==> src/hdl/nirdec_pkg.sv <==
package nirdec_pkg;

    // Item kinds carried in the input tuser.
    localparam logic OP_EDGE = 1'b0;
    localparam logic OP_TICK = 1'b1;

    // Configuration register indexes.
    typedef logic [1:0] t_reg_idx;
    localparam t_reg_idx REG_HOLD_TIME     = 2'd0;
    localparam t_reg_idx REG_FRAME_GAP     = 2'd1;
    localparam t_reg_idx REG_LEAD_MARK_MIN = 2'd2;
    localparam t_reg_idx REG_LEAD_MARK_MAX = 2'd3;

    // Configuration reset values.
    localparam logic [15:0] HOLD_TIME_RST     = 16'd400;
    localparam logic [15:0] FRAME_GAP_RST     = 16'd15000;
    localparam logic [15:0] LEAD_MARK_MIN_RST = 16'd6800;
    localparam logic [15:0] LEAD_MARK_MAX_RST = 16'd11200;

    // Fixed timing windows and thresholds in microseconds, and the byte check sum.
    localparam logic [15:0] SHORT_LEAD_MIN  = 16'd200;
    localparam logic [15:0] SHORT_LEAD_MAX  = 16'd1200;
    localparam logic [15:0] REPEAT_MIN      = 16'd1200;
    localparam logic [15:0] REPEAT_MAX      = 16'd3200;
    localparam logic [15:0] DATA_SPACE_MIN  = 16'd3200;
    localparam logic [15:0] DATA_SPACE_MAX  = 16'd6200;
    localparam logic [15:0] BIT_MARK_MIN    = 16'd150;
    localparam logic [15:0] BIT_MARK_MAX    = 16'd1200;
    localparam logic [15:0] ZERO_SPACE_MIN  = 16'd100;
    localparam logic [15:0] ZERO_SPACE_MAX  = 16'd1000;
    localparam logic [15:0] ONE_SPACE_MIN   = 16'd1100;
    localparam logic [15:0] ONE_SPACE_MAX   = 16'd2500;
    localparam logic [15:0] IDLE_ARM_GAP    = 16'd3000;
    localparam logic [7:0]  BYTE_COMPLEMENT = 8'hFF;

    // Key command bytes.
    localparam logic [7:0] KEY_UP    = 8'h52;
    localparam logic [7:0] KEY_DOWN  = 8'h18;
    localparam logic [7:0] KEY_LEFT  = 8'h5A;
    localparam logic [7:0] KEY_RIGHT = 8'h08;
    localparam logic [7:0] KEY_OK    = 8'h1C;

    // Motion commands.
    typedef logic [2:0] t_motion;
    localparam t_motion MOTION_STOP     = 3'd0;
    localparam t_motion MOTION_FORWARD  = 3'd1;
    localparam t_motion MOTION_BACKWARD = 3'd2;
    localparam t_motion MOTION_LEFT     = 3'd3;
    localparam t_motion MOTION_RIGHT    = 3'd4;

    // Failure codes.
    typedef logic [3:0] t_fail;
    localparam t_fail FAIL_OK         = 4'd0;
    localparam t_fail FAIL_STRAY_EDGE = 4'd1;
    localparam t_fail FAIL_LEAD_MARK  = 4'd2;
    localparam t_fail FAIL_LEAD_SPACE = 4'd3;
    localparam t_fail FAIL_BIT_MARK   = 4'd4;
    localparam t_fail FAIL_BIT_SPACE  = 4'd5;
    localparam t_fail FAIL_CMD_CHECK  = 4'd6;
    localparam t_fail FAIL_ADDR_CHECK = 4'd7;
    localparam t_fail FAIL_UNKNOWN    = 4'd8;

    // Receiver phases.
    typedef enum logic [4:0] {
        PH_IDLE      = 5'b00001,
        PH_LEAD_RISE = 5'b00010,
        PH_LEAD_FALL = 5'b00100,
        PH_BIT_RISE  = 5'b01000,
        PH_BIT_FALL  = 5'b10000
    } t_phase;

    // Input and result packing widths.
    localparam int IN_TDATA_W  = 56;
    localparam int OUT_TDATA_W = 80;

    typedef struct packed {
        logic        operation;
        logic [15:0] edge_time_us;
        logic        pin_level;
        logic [31:0] now_ms;
    } t_item;

    typedef struct packed {
        t_motion     motion_cmd;
        logic        key_applied;
        logic [7:0]  last_code;
        t_fail       fail_code;
        logic [31:0] edge_total;
        logic [15:0] lead_mark_us;
        logic [15:0] lead_space_us;
    } t_result;

    typedef struct packed {
        logic [15:0] hold_time_ms;
        logic [15:0] frame_gap_us;
        logic [15:0] lead_mark_min_us;
        logic [15:0] lead_mark_max_us;
    } t_cfg;

    typedef struct packed {
        logic    hit;
        t_motion motion;
    } t_key_lookup;

    // Maps a command byte to its motion command.
    function automatic t_key_lookup key_motion(input logic [7:0] k);
        t_key_lookup r;
        r.hit    = 1'b1;
        r.motion = MOTION_STOP;
        case (k)
            KEY_UP:    r.motion = MOTION_FORWARD;
            KEY_DOWN:  r.motion = MOTION_BACKWARD;
            KEY_LEFT:  r.motion = MOTION_LEFT;
            KEY_RIGHT: r.motion = MOTION_RIGHT;
            KEY_OK:    r.motion = MOTION_STOP;
            default:   r.hit    = 1'b0;
        endcase
        return r;
    endfunction

    // Bit reversal of one byte.
    function automatic logic [7:0] rev8(input logic [7:0] b);
        logic [7:0] r;
        for (int i = 0; i < 8; i++) begin
            r[7 - i] = b[i];
        end
        return r;
    endfunction

endpackage

==> src/hdl/nec_ir_edge_decoder.sv <==
// Channel   Direction  Handshake                      Payload
// s_axis    in         s_axis_tvalid / s_axis_tready  tdata: edge, level, ms; tuser: kind
// m_axis    out        m_axis_tvalid / m_axis_tready  tdata: one result per item
// cfg       in         i_cfg_valid / o_cfg_ready      i_cfg_index, i_cfg_data
//
// One item per clock sustained unless the result stalls; a result beat is registered.
// The decode is a single pass from the input register through the edge sequencer
// to the result register; the sequencer state updates once per item.
// Reset is synchronous and active low; it clears the decoder state and loads the
// configuration defaults. A stalled result stalls the input register, which then
// stalls the input channel. Configuration writes are taken in every cycle.
module nec_ir_edge_decoder
    import nirdec_pkg::*;
(
    input  logic                   i_clk,
    input  logic                   i_rst_n,
    input  logic                   s_axis_tvalid,
    output logic                   s_axis_tready,
    // [15:0] edge_time_us, [16] pin_level, [48:17] now_ms, [55:49] zero
    input  logic [IN_TDATA_W-1:0]  s_axis_tdata,
    // [0] operation
    input  logic [0:0]             s_axis_tuser,
    output logic                   m_axis_tvalid,
    input  logic                   m_axis_tready,
    // [2:0] motion_cmd, [3] key_applied, [11:4] last_code, [15:12] fail_code,
    // [47:16] edge_total, [63:48] lead_mark_us, [79:64] lead_space_us
    output logic [OUT_TDATA_W-1:0] m_axis_tdata,
    input  logic                   i_cfg_valid,
    output logic                   o_cfg_ready,
    input  t_reg_idx               i_cfg_index,
    input  logic [15:0]            i_cfg_data
);

    logic    w_in_valid;
    t_item   w_item;
    logic    w_adv;
    t_cfg    w_cfg;
    t_result w_result;

    // An item moves on when the result register is free or being emptied.
    assign w_adv       = w_in_valid && (!m_axis_tvalid || m_axis_tready);
    assign o_cfg_ready = 1'b1;

    nirdec_in_stage u_in_stage (
        .i_clk   (i_clk),
        .i_rst_n (i_rst_n),
        .i_valid (s_axis_tvalid),
        .i_data  (s_axis_tdata),
        .i_kind  (s_axis_tuser[0]),
        .i_adv   (w_adv),
        .o_ready (s_axis_tready),
        .o_valid (w_in_valid),
        .o_item  (w_item)
    );

    nirdec_cfg_regs u_cfg_regs (
        .i_clk   (i_clk),
        .i_rst_n (i_rst_n),
        .i_wr    (i_cfg_valid && o_cfg_ready),
        .i_index (i_cfg_index),
        .i_data  (i_cfg_data),
        .o_cfg   (w_cfg)
    );

    nirdec_core u_core (
        .i_clk    (i_clk),
        .i_rst_n  (i_rst_n),
        .i_adv    (w_adv),
        .i_item   (w_item),
        .i_cfg    (w_cfg),
        .o_result (w_result)
    );

    nirdec_out_stage u_out_stage (
        .i_clk    (i_clk),
        .i_rst_n  (i_rst_n),
        .i_load   (w_adv),
        .i_result (w_result),
        .i_ready  (m_axis_tready),
        .o_valid  (m_axis_tvalid),
        .o_data   (m_axis_tdata)
    );

endmodule

==> src/hdl/nirdec_in_stage.sv <==
module nirdec_in_stage
    import nirdec_pkg::*;
(
    input  logic                  i_clk,
    input  logic                  i_rst_n,
    input  logic                  i_valid,
    input  logic [IN_TDATA_W-1:0] i_data,
    input  logic                  i_kind,
    input  logic                  i_adv,
    output logic                  o_ready,
    output logic                  o_valid,
    output t_item                 o_item
);

    logic  r_valid;
    t_item r_item;
    logic  w_load;

    // The stage refills in the same cycle that the core takes its item.
    assign o_ready = !r_valid || i_adv;
    assign w_load  = i_valid && o_ready;

    // Valid flag of the held beat.
    always_ff @(posedge i_clk) begin
        if (!i_rst_n) begin
            r_valid <= 1'b0;
        end else if (w_load) begin
            r_valid <= 1'b1;
        end else if (i_adv) begin
            r_valid <= 1'b0;
        end
    end

    // Unpack the beat into item fields.
    always_ff @(posedge i_clk) begin
        if (w_load) begin
            r_item.operation    <= i_kind;
            r_item.edge_time_us <= i_data[15:0];
            r_item.pin_level    <= i_data[16];
            r_item.now_ms       <= i_data[48:17];
        end
    end

    assign o_valid = r_valid;
    assign o_item  = r_item;

endmodule

==> src/hdl/nirdec_cfg_regs.sv <==
module nirdec_cfg_regs
    import nirdec_pkg::*;
(
    input  logic        i_clk,
    input  logic        i_rst_n,
    input  logic        i_wr,
    input  t_reg_idx    i_index,
    input  logic [15:0] i_data,
    output t_cfg        o_cfg
);

    t_cfg r_cfg;

    // Register file, written one register per beat.
    always_ff @(posedge i_clk) begin
        if (!i_rst_n) begin
            r_cfg.hold_time_ms     <= HOLD_TIME_RST;
            r_cfg.frame_gap_us     <= FRAME_GAP_RST;
            r_cfg.lead_mark_min_us <= LEAD_MARK_MIN_RST;
            r_cfg.lead_mark_max_us <= LEAD_MARK_MAX_RST;
        end else if (i_wr) begin
            case (i_index)
                REG_HOLD_TIME:     r_cfg.hold_time_ms     <= i_data;
                REG_FRAME_GAP:     r_cfg.frame_gap_us     <= i_data;
                REG_LEAD_MARK_MIN: r_cfg.lead_mark_min_us <= i_data;
                REG_LEAD_MARK_MAX: r_cfg.lead_mark_max_us <= i_data;
                default:           r_cfg                  <= r_cfg;
            endcase
        end
    end

    assign o_cfg = r_cfg;

endmodule

==> src/hdl/nirdec_core.sv <==
module nirdec_core
    import nirdec_pkg::*;
(
    input  logic    i_clk,
    input  logic    i_rst_n,
    input  logic    i_adv,
    input  t_item   i_item,
    input  t_cfg    i_cfg,
    output t_result o_result
);

    t_phase      r_phase,        n_phase;
    logic [31:0] r_shift_bits,   n_shift_bits;
    logic [4:0]  r_bit_count,    n_bit_count;
    logic [15:0] r_prev_edge_us, n_prev_edge_us;
    logic [7:0]  r_saved_code,   n_saved_code;
    t_motion     r_held_cmd,     n_held_cmd;
    logic [31:0] r_key_time_ms,  n_key_time_ms;
    logic [31:0] r_edge_counter, n_edge_counter;
    logic [15:0] r_mark_len,     n_mark_len;
    logic [15:0] r_space_len,    n_space_len;
    t_fail       r_fail_reg,     n_fail_reg;

    logic [15:0] w_gap;
    logic        w_one_bit;
    logic [31:0] w_shift_set;
    logic [7:0]  w_cand [4];
    t_key_lookup w_look [4];
    t_key_lookup w_saved_look;
    logic        w_frame_hit;
    logic [7:0]  w_frame_code;
    t_motion     w_frame_motion;
    t_fail       w_frame_fail;
    logic [31:0] w_since_key;
    logic        w_applied;

    // Edge gap modulo 2^16 and the data word with this bit taken in.
    assign w_gap       = i_item.edge_time_us - r_prev_edge_us;
    assign w_one_bit   = w_gap inside {[ONE_SPACE_MIN:ONE_SPACE_MAX]};
    assign w_shift_set = r_shift_bits | ({31'd0, w_one_bit} << r_bit_count);

    // Frame candidates: command, reversed command, inverse, reversed inverse.
    assign w_cand[0] = w_shift_set[23:16];
    assign w_cand[1] = rev8(w_shift_set[23:16]);
    assign w_cand[2] = w_shift_set[31:24];
    assign w_cand[3] = rev8(w_shift_set[31:24]);

    for (genvar g = 0; g < 4; g++) begin : g_look
        assign w_look[g] = key_motion(w_cand[g]);
    end

    assign w_saved_look = key_motion(r_saved_code);

    // First matching candidate wins; otherwise classify the failure.
    always_comb begin
        w_frame_hit    = 1'b1;
        w_frame_code   = w_cand[0];
        w_frame_motion = w_look[0].motion;
        w_frame_fail   = FAIL_OK;
        if (w_look[0].hit) begin
            w_frame_code   = w_cand[0];
            w_frame_motion = w_look[0].motion;
        end else if (w_look[1].hit) begin
            w_frame_code   = w_cand[1];
            w_frame_motion = w_look[1].motion;
        end else if (w_look[2].hit) begin
            w_frame_code   = w_cand[2];
            w_frame_motion = w_look[2].motion;
        end else if (w_look[3].hit) begin
            w_frame_code   = w_cand[3];
            w_frame_motion = w_look[3].motion;
        end else begin
            w_frame_hit = 1'b0;
            if ((w_shift_set[7:0] + w_shift_set[15:8]) != BYTE_COMPLEMENT) begin
                w_frame_fail = FAIL_ADDR_CHECK;
            end else if ((w_shift_set[23:16] + w_shift_set[31:24]) != BYTE_COMPLEMENT) begin
                w_frame_fail = FAIL_CMD_CHECK;
            end else begin
                w_frame_fail = FAIL_UNKNOWN;
            end
        end
    end

    // Receiver sequencing for one edge.
    always_comb begin
        t_phase ph;
        n_phase        = r_phase;
        n_shift_bits   = r_shift_bits;
        n_bit_count    = r_bit_count;
        n_prev_edge_us = r_prev_edge_us;
        n_saved_code   = r_saved_code;
        n_held_cmd     = r_held_cmd;
        n_key_time_ms  = r_key_time_ms;
        n_edge_counter = r_edge_counter;
        n_mark_len     = r_mark_len;
        n_space_len    = r_space_len;
        n_fail_reg     = r_fail_reg;
        w_applied      = 1'b0;
        ph             = r_phase;

        if (i_item.operation == OP_EDGE) begin
            n_prev_edge_us = i_item.edge_time_us;
            n_edge_counter = r_edge_counter + 32'd1;

            // A long gap restarts the decoder before the edge is handled.
            if (w_gap > i_cfg.frame_gap_us) begin
                ph           = PH_IDLE;
                n_phase      = PH_IDLE;
                n_shift_bits = '0;
                n_bit_count  = '0;
                n_fail_reg   = FAIL_OK;
            end

            if (!i_item.pin_level) begin
                case (ph)
                    PH_LEAD_FALL: begin
                        n_space_len = w_gap;
                        if (w_gap inside {[REPEAT_MIN:REPEAT_MAX]}) begin
                            // Repeat frame: reapply the saved code.
                            if (r_saved_code != 8'd0 && w_saved_look.hit) begin
                                n_held_cmd    = w_saved_look.motion;
                                n_key_time_ms = i_item.now_ms;
                                w_applied     = 1'b1;
                            end
                            n_fail_reg   = FAIL_OK;
                            n_phase      = PH_IDLE;
                            n_shift_bits = '0;
                            n_bit_count  = '0;
                        end else if (w_gap inside {[DATA_SPACE_MIN:DATA_SPACE_MAX]}) begin
                            n_shift_bits = '0;
                            n_bit_count  = '0;
                            n_phase      = PH_BIT_RISE;
                        end else begin
                            n_fail_reg   = FAIL_LEAD_SPACE;
                            n_phase      = PH_IDLE;
                            n_shift_bits = '0;
                            n_bit_count  = '0;
                        end
                    end
                    PH_BIT_FALL: begin
                        if (!w_one_bit && !(w_gap inside {[ZERO_SPACE_MIN:ZERO_SPACE_MAX]})) begin
                            n_fail_reg   = FAIL_BIT_SPACE;
                            n_phase      = PH_IDLE;
                            n_shift_bits = '0;
                            n_bit_count  = '0;
                        end else if (r_bit_count == 5'd31) begin
                            // Last of 32 bits: check the frame.
                            n_phase      = PH_IDLE;
                            n_shift_bits = '0;
                            n_bit_count  = '0;
                            n_fail_reg   = w_frame_fail;
                            n_saved_code = w_frame_code;
                            if (w_frame_hit) begin
                                n_held_cmd    = w_frame_motion;
                                n_key_time_ms = i_item.now_ms;
                                w_applied     = 1'b1;
                            end
                        end else begin
                            n_shift_bits = w_shift_set;
                            n_bit_count  = r_bit_count + 5'd1;
                            n_phase      = PH_BIT_RISE;
                        end
                    end
                    PH_IDLE: begin
                        if (w_gap > IDLE_ARM_GAP) begin
                            n_phase    = PH_LEAD_RISE;
                            n_fail_reg = FAIL_OK;
                        end
                    end
                    default: begin
                        n_fail_reg   = FAIL_STRAY_EDGE;
                        n_phase      = PH_IDLE;
                        n_shift_bits = '0;
                        n_bit_count  = '0;
                    end
                endcase
            end else begin
                case (ph)
                    PH_LEAD_RISE: begin
                        n_mark_len = w_gap;
                        if ((w_gap >= i_cfg.lead_mark_min_us && w_gap <= i_cfg.lead_mark_max_us)
                            || (w_gap inside {[SHORT_LEAD_MIN:SHORT_LEAD_MAX]})) begin
                            n_phase = PH_LEAD_FALL;
                        end else begin
                            n_fail_reg   = FAIL_LEAD_MARK;
                            n_phase      = PH_IDLE;
                            n_shift_bits = '0;
                            n_bit_count  = '0;
                        end
                    end
                    PH_BIT_RISE: begin
                        if (w_gap inside {[BIT_MARK_MIN:BIT_MARK_MAX]}) begin
                            n_phase = PH_BIT_FALL;
                        end else begin
                            n_fail_reg   = FAIL_BIT_MARK;
                            n_phase      = PH_IDLE;
                            n_shift_bits = '0;
                            n_bit_count  = '0;
                        end
                    end
                    PH_IDLE: begin
                        n_phase = ph;
                    end
                    default: begin
                        n_fail_reg   = FAIL_STRAY_EDGE;
                        n_phase      = PH_IDLE;
                        n_shift_bits = '0;
                        n_bit_count  = '0;
                    end
                endcase
            end
        end
    end

    // Decoder state, updated once per item.
    always_ff @(posedge i_clk) begin
        if (!i_rst_n) begin
            r_phase        <= PH_IDLE;
            r_shift_bits   <= '0;
            r_bit_count    <= '0;
            r_prev_edge_us <= '0;
            r_saved_code   <= '0;
            r_held_cmd     <= MOTION_STOP;
            r_key_time_ms  <= '0;
            r_edge_counter <= '0;
            r_mark_len     <= '0;
            r_space_len    <= '0;
            r_fail_reg     <= FAIL_OK;
        end else if (i_adv) begin
            r_phase        <= n_phase;
            r_shift_bits   <= n_shift_bits;
            r_bit_count    <= n_bit_count;
            r_prev_edge_us <= n_prev_edge_us;
            r_saved_code   <= n_saved_code;
            r_held_cmd     <= n_held_cmd;
            r_key_time_ms  <= n_key_time_ms;
            r_edge_counter <= n_edge_counter;
            r_mark_len     <= n_mark_len;
            r_space_len    <= n_space_len;
            r_fail_reg     <= n_fail_reg;
        end
    end

    // Result fields from the updated state; the motion command times out.
    assign w_since_key = i_item.now_ms - n_key_time_ms;

    always_comb begin
        o_result.motion_cmd    = (w_since_key < {16'd0, i_cfg.hold_time_ms}) ?
                                 n_held_cmd : MOTION_STOP;
        o_result.key_applied   = w_applied;
        o_result.last_code     = n_saved_code;
        o_result.fail_code     = n_fail_reg;
        o_result.edge_total    = n_edge_counter;
        o_result.lead_mark_us  = n_mark_len;
        o_result.lead_space_us = n_space_len;
    end

endmodule

==> src/hdl/nirdec_out_stage.sv <==
module nirdec_out_stage
    import nirdec_pkg::*;
(
    input  logic                   i_clk,
    input  logic                   i_rst_n,
    input  logic                   i_load,
    input  t_result                i_result,
    input  logic                   i_ready,
    output logic                   o_valid,
    output logic [OUT_TDATA_W-1:0] o_data
);

    logic                   r_valid;
    logic [OUT_TDATA_W-1:0] r_data;

    // Result beat is held until the sink takes it.
    always_ff @(posedge i_clk) begin
        if (!i_rst_n) begin
            r_valid <= 1'b0;
        end else if (i_load) begin
            r_valid <= 1'b1;
        end else if (i_ready) begin
            r_valid <= 1'b0;
        end
    end

    // Pack the result fields, first field in the lowest bits.
    always_ff @(posedge i_clk) begin
        if (i_load) begin
            r_data <= {i_result.lead_space_us,
                       i_result.lead_mark_us,
                       i_result.edge_total,
                       i_result.fail_code,
                       i_result.last_code,
                       i_result.key_applied,
                       i_result.motion_cmd};
        end
    end

    assign o_valid = r_valid;
    assign o_data  = r_data;

endmodule

==> config.mk <==
export PLATFORM = sky130hd
export DESIGN_NAME = nec_ir_edge_decoder
export DESIGN_NICKNAME = d
export VERILOG_FILES = /design/src/hdl/nirdec_pkg.sv /design/src/hdl/nec_ir_edge_decoder.sv /design/src/hdl/nirdec_in_stage.sv /design/src/hdl/nirdec_cfg_regs.sv /design/src/hdl/nirdec_core.sv /design/src/hdl/nirdec_out_stage.sv
export SDC_FILE = /design/constraint.sdc
export NUM_CORES = 1
export LEC_CHECK = 0
export BUFFER_PORTS_ARGS = -buffer_cell sky130_fd_sc_hd__buf_4
export CORE_UTILIZATION = 61
export DETAILED_ROUTE_END_ITERATION = 12
export PLACE_DENSITY = 0.82
export SETUP_SLACK_MARGIN = 0.5
export SLEW_MARGIN = 15
export SYNTH_ARGS = -nofsm -noshare
export SYNTH_HDL_FRONTEND = slang
export SYNTH_SLANG_ARGS = --single-unit
==> constraint.sdc <==
create_clock -name i_clk -period 10.4 [get_ports i_clk]
set_input_delay 2.08 -clock i_clk [delete_from_list [all_inputs] [get_ports i_clk]]
set_output_delay 2.08 -clock i_clk [all_outputs]
set_load 0.02 [all_outputs]
==> impl_metrics.env, run 1 <==
export IMPL_post_route_min_period_ps=9462
export IMPL_yosysWarnings=0
export IMPL_cpPeakStageDelay_ps=460
export IMPL_synth_ff_type="dfxtp_1"
export IMPL_drcViolationCount=0
export IMPL_yosys_cell_types_count=110
export IMPL_clkSinkCount=365
export IMPL_overflow=0
export IMPL_holdCritStartpoint="u_core.r_space_len[15]"
export IMPL_internal_power_w=0.002642
export IMPL_ys_seq_elements=365
export IMPL_routed_wl_um=54280
export IMPL_cts_buffers=39
export IMPL_row_count=66
export IMPL_peakVddDrop_mv=0.1353
export IMPL_switching_share=0.2660
export IMPL_drtIter0Drc=1727
export IMPL_synth_area_per_cell_um2=9.071
export IMPL_cp_end_kind="register"
export IMPL_cts_root_buf="clkbuf_16"
export IMPL_ant_nets=0
export IMPL_grt_max_degree=85
export IMPL_fp_coreArea_mm2=0.03270
export IMPL_cts_buffer_depth=3
export IMPL_place_congestion=0.9749
export IMPL_wl_per_cell_um=19.00
export IMPL_max_cap_violations=0
export IMPL_dp_hpwl_um=36730
export IMPL_worstMarginPinSlew_ps=1108
export IMPL_crit_arrival_ps=9860
export IMPL_synthCells=2245
export IMPL_setup_tns_ps=0
export IMPL_powerDensity_mw_per_mm2=152.1
export IMPL_synth_async_sr_flop_share=0
export IMPL_grtUsageMet1=0.4031
export IMPL_grt_total_usage=0.3158
export IMPL_slew_viol_final=0
export IMPL_finalHoldViolCount=0
export IMPL_largest_reg_flops=80
export IMPL_antenna_cells=0
export IMPL_worst_ep_required_time_ps=10800
export IMPL_hold_path_class="reg -> reg"
export IMPL_mappedNetlistNets=2445
export IMPL_pin_count=163
export IMPL_grtUsageMet3=0.05552
export IMPL_start_util=0.6227
export IMPL_htreeDepth=2
export IMPL_clockPowerShare=0.419
export IMPL_max_slew_margin=0.2582
export IMPL_critPathMaxFanout=16
export IMPL_skew_ps=23.93
export IMPL_synth_edff_count=130
export IMPL_period_share=0.9099
export IMPL_rrSetupSlack_ps=940
export IMPL_switchingPower_w=0.0009576
export IMPL_gr_usage_met2=0.5288
export IMPL_path_clk_slew_ps=60
export IMPL_setup_ws_ps=937.5
export IMPL_finalSetupViolCount=0
export IMPL_io_buffers=154
export IMPL_die_x_um=184.7
export IMPL_ys_seq_area_frac=0.4227
export IMPL_p_leak_nw=9.367
export IMPL_critPathSlowestCell="or3_4"
export IMPL_die_area_mm2=0.03412
export IMPL_nNetsFinal=2583
export IMPL_postCtsHoldBufs=0
export IMPL_rsz0062_at_grt="false"
export IMPL_status="complete, no violations"
export IMPL_combPwrFrac=0.150
export IMPL_max_freq_mhz=105.7
export IMPL_clock_latency_ps=570
export IMPL_r2r_start="u_in_stage.o_item[33]"
export IMPL_startpoint_type="register"
export IMPL_cts_tree="yes"
export IMPL_vias=17740
export IMPL_syn_to_final_growth_pct=16.26
export IMPL_p_seq_frac=0.431
export IMPL_crit_start="u_in_stage.o_item[33]"
export IMPL_p_total_w=0.003600
export IMPL_place_ws_ps=331.5
export IMPL_firstDrtPassIters=6
export IMPL_drive_gt1_frac=0.1649
export IMPL_vias_per_cell=6.211
export IMPL_syn_area_mm2=0.02036
export IMPL_crit_type="reg -> reg"
export IMPL_grt_first_pass_wirelength_um=85590
export IMPL_grt_pass1_vias=16980
export IMPL_antenna_found_initial=0
export IMPL_grt_busiest_layer="met2"
export IMPL_die_y_um=184.7
cell usage in the layout (no fill, tap or decap), types with 9 or more instances in the layout:
master / instances
ha_1: 115
a31oi_1: 16
dfxtp_1: 235
buf_4: 199
a21o_1: 35
nor4_1: 11
o21ai_0: 97
mux2_2: 24
o21a_1: 20
nor2_1: 158
and2_1: 12
xor2_1: 62
inv_1: 111
nand2b_1: 26
o211ai_1: 33
and3_1: 40
nand2_1: 316
clkinv_2: 9
or2_2: 10
a22oi_1: 24
a211oi_1: 11
o31ai_1: 11
clkbuf_16: 42
a21oi_1: 186
nor3_1: 47
or3_1: 12
nand3_1: 51
a22o_1: 44
edfxtp_1: 130
xnor2_1: 32
nor2b_1: 22
nand4_1: 15
cell type report:
type	instances	area [µm²]
clock buffer	46	1065
clock inverter	26	322.8
fill	2465	9027
inverter	116	445.4
multi-input combinational	1659	11120
sequential	365	8608
tap	442	553.0
timing repair buffer	202	1559
final timing paths:
path / to / cells past startpoint
worst max-delay path: u_out_stage.o_data[1] / 46
worst min-delay path: u_core.r_space_len[15] / 2
worst max register to register: u_out_stage.o_data[1] / 46
worst min register to register: u_core.r_space_len[15] / 2
power by group through the flow:
stage	sequential, W	combinational [W]	clock [W]
CTS	0.00155	0.000503	0.00152
floorplan	0.00159	0.000307	0
detailed placement	0.00158	0.000495	0
global route	0.00156	0.000585	0.00158
global placement	0.00158	0.000479	0
finish	0.00155	0.000539	0.00151
critical path: cells and delay by family, from the launching register on:
| kind | cells | cell delay, ps |
|---|---|---|
| mux | 1 | 200 |
| buf+inv | 5 | 590 |
| flops | 1 | 380 |
| compound gates | 18 | 3920 |
| simple gates | 17 | 3010 |
| xor+xnor | 1 | 100 |
| fa+ha+maj | 4 | 1060 |
timing repair:
action,4_1_cts,5_1_grt
pin swaps,0,10
gates resized for setup,7,36
buffers inserted,0,13
gates cloned,1,1
endpoints found under the setup margin,3,3
logic make-up (layout without fill, tap and decap cells):
family	count (synthesis)	after routing	synth area share
xor+xnor	99	99	0.04363
mux	33	33	0.01770
compound gates	616	617	0.2124
simple gates	784	784	0.1820
buf+inv	222	390	0.04369
fa+ha+maj	125	125	0.07767
other cells	1	1	0.0001842
flops	365	365	0.4227
cells in the mapped netlist (15+ instances only):
| cell | count | area (µm²) |
|---|---|---|
| nand2_1 | 317 | 1190 |
| dfxtp_1 | 235 | 4705 |
| a21oi_1 | 188 | 940.9 |
| nor2_1 | 160 | 600.6 |
| edfxtp_1 | 130 | 3904 |
| ha_1 | 116 | 1451 |
| inv_1 | 111 | 416.7 |
| o21ai_0 | 97 | 485.5 |
| clkbuf_1 | 81 | 304.0 |
| xor2_1 | 63 | 551.8 |
| nand3_1 | 52 | 260.3 |
| nor3_1 | 51 | 255.2 |
| a22o_1 | 44 | 385.4 |
| and3_1 | 41 | 256.5 |
| a21o_1 | 36 | 270.3 |
| xnor2_1 | 34 | 297.8 |
| o211ai_1 | 33 | 247.7 |
| nand2b_1 | 27 | 168.9 |
| a22oi_1 | 25 | 187.7 |
| mux2_2 | 24 | 270.3 |
| nor2b_1 | 24 | 150.1 |
| o21a_1 | 20 | 150.1 |
| a31oi_1 | 16 | 100.1 |
| nand4_1 | 15 | 93.84 |
metal layers:
layer,part of all wire,up-vias,routed length [µm]
met3,0.068,147,3673
met5,0,-,0
met1,0.42,8496,22820
met2,0.48,689,25850
met4,0.035,0,1924
li1,-,8408,-
through the flow:
step,cells,cell area [µm²],hold WS [ps],util
floorplan,2245,20360,426.2,-
global placement,2769,21920,435.7,0.6703
detailed placement,2769,21920,446.2,0.6703
CTS,2842,23360,454.8,0.7143
global route,2856,23670,470.8,0.7239
finish,2856,23670,453.7,0.7239
(Power assumes the default switching activity.)
==> run 2: changes to the inputs <==
PLACE_DENSITY = 0.93   (was 0.82)
==> run 2 against run 1 <==
  * Final cell count is 0.14% higher
  * Cell area hardly changed
  * Setup slack worse by 150 ps
  * Routed wire length is 3.6% higher
  * Sequential power hardly changed
  * Global-route usage is 0.15 points higher
  * First-iteration DRC count is 10% higher
  * Die area stayed put
  * Critical endpoint unchanged
  * Maximum frequency is 1.5% lower
  * Register-to-register slack worse by 150 ps
  * Clock skew hardly changed
  * Clock power is 9% lower
==> impl_metrics.env, run 2 (synthesized netlist as in run 1, its figures left out) <==
export IMPL_cts_root_buf="clkbuf_16"
export IMPL_powerDensity_mw_per_mm2=146.7
export IMPL_grt_first_pass_wirelength_um=86950
export IMPL_max_cap_violations=0
export IMPL_cp_end_kind="register"
export IMPL_max_slew_margin=0.2647
export IMPL_worstMarginPinSlew_ps=1103
export IMPL_cts_buffer_depth=3
export IMPL_die_x_um=184.7
export IMPL_peakVddDrop_mv=0.1545
export IMPL_num_fill_cells=2227
export IMPL_mostFrequentLayoutCells="316 x nand2_1, 235 x dfxtp_1, 202 x buf_4, 183 x a21oi_1, 158 x nor2_1"
export IMPL_pin_count=163
export IMPL_worst_ep_required_time_ps=10780
export IMPL_ant_nets=0
export IMPL_crit_arrival_ps=9990
export IMPL_gr_usage_met2=0.5461
export IMPL_crit_type="reg -> reg"
export IMPL_skew_ps=24.10
export IMPL_hold_path_class="reg -> reg"
export IMPL_cts_buffers=39
export IMPL_vias=18450
export IMPL_cpPeakStageDelay_ps=460
export IMPL_post_route_min_period_ps=9610
export IMPL_grtUsageMet3=0.04821
export IMPL_status="complete, no violations"
export IMPL_largest_reg_flops=80
export IMPL_finalSetupViolCount=0
export IMPL_dp_hpwl_um=36890
export IMPL_max_freq_mhz=104.1
export IMPL_htreeDepth=2
export IMPL_nNetsFinal=2587
export IMPL_row_count=66
export IMPL_antenna_cells=0
export IMPL_clock_latency_ps=550
export IMPL_period_share=0.9241
export IMPL_multi_input_area_mm2=0.01125
export IMPL_syn_to_final_growth_pct=16.32
export IMPL_critPathMaxFanout=8
export IMPL_critPathSlowestCell="or3_4"
export IMPL_start_util=0.6227
export IMPL_clkSinkCount=365
export IMPL_routed_wl_um=56230
export IMPL_ff_latch_area_mm2=0.008608
export IMPL_p_total_w=0.003474
export IMPL_finalHoldViolCount=0
export IMPL_utilization=0.7243
export IMPL_fp_coreArea_mm2=0.03270
export IMPL_overflow=0
export IMPL_io_buffers=154
export IMPL_setup_tns_ps=0
export IMPL_antenna_found_initial=0
export IMPL_drtIter0Drc=1901
export IMPL_grt_busiest_layer="met2"
export IMPL_wl_per_cell_um=19.66
export IMPL_grt_max_degree=83
export IMPL_place_congestion=0.9562
export IMPL_drive_gt1_frac=0.1671
export IMPL_grt_pass1_vias=17570
export IMPL_drcViolationCount=0
export IMPL_firstDrtPassIters=5
export IMPL_slew_viol_final=0
export IMPL_cts_tree="yes"
export IMPL_die_y_um=184.7
export IMPL_path_clk_slew_ps=60
export IMPL_grtUsageMet1=0.3892
export IMPL_final_common_cell="nand2_1"
export IMPL_grt_total_usage=0.3173
export IMPL_startpoint_type="register"
export IMPL_die_area_mm2=0.03412
export IMPL_vias_per_cell=6.452
export IMPL_p_leak_nw=9.318
export IMPL_rsz0062_at_grt="false"
[run 2: cell count changes in the layout (fill, tap and decap cells not counted), sizes merged]
| cell | before | now |
|---|---|---|
| clkinvlp | 4 | 3 |
| buf | 201 | 205 |
| clkbuf | 47 | 48 |
| o21ba | 3 | 4 |
| bufinv | 7 | 3 |
| inv | 119 | 120 |
| clkinv | 12 | 14 |
[run 2: worst paths after layout]
kind,end,start,slack [ps],cells after the start
worst max-delay path,u_out_stage.o_data[1],u_in_stage.o_item[33],790,45
worst min-delay path,u_cfg_regs.o_cfg[18],u_cfg_regs.o_cfg[18],460,2
worst max register to register,u_out_stage.o_data[1],u_in_stage.o_item[33],790,45
worst min register to register,u_cfg_regs.o_cfg[18],u_cfg_regs.o_cfg[18],460,2
[run 2: power breakdown]
part	leakage, nW	internal (W)	total, W	switching [W]
logic	5.56	0.000203	0.000540	0.000336
registers	3.13	0.00152	0.00155	0.0000279
clock network	0.623	0.000804	0.00138	0.000578
total	9.32	0.00253	0.00347	0.000942
[run 2: repair_timing]
action,4_1_cts,5_1_grt
gates cloned,1,1
endpoints found under the setup margin,3,3
pin swaps,0,11
hold buffers,0,0
gates resized for setup,5,58
setup buffers,3,15
[run 2: cell type report]
cell class              count  share of cell area
clock buffers              48             0.04474
clock inverters            24            0.009033
inverters                 116             0.01870
multi-input cells        1660              0.4749
flip-flops and latches    365              0.3634
well taps                 442             0.02335
repair buffers            205             0.06582
[run 2: routing by layer]
| metal | up-vias | share of wire |
|---|---|---|
| met5 | - | 0 |
| met2 | 981 | 0.48 |
| met1 | 8803 | 0.39 |
| met4 | 0 | 0.048 |
| met3 | 233 | 0.082 |
| li1 | 8437 | - |
[run 2: per-stage QoR]
step | cell area [µm²] | std cells | setup WS [ps] | hold WS [ps]
after floorplan | 20360 | 2245 | 1371 | 426.2
after global placement | 21900 | 2768 | 525.4 | 437.7
after detailed placement | 21900 | 2768 | 274.1 | 447.1
after CTS | 23230 | 2844 | 528.1 | 455.9
after global routing | 23690 | 2860 | 437.6 | 466.5
final | 23690 | 2860 | 789.9 | 455.7
[run 2: worst max-delay path: cells and delay by family (launching register included)]
kind                       cells  cell delay [ps]
and+or+nand+nor               15             2660
buffers and inverters          4              570
AOI/OAI and AO/OA             19             4250
adders and majority gates      4             1060
DFF                            1              380
xor gates and xnor gates       2              320
muxes                          1              190
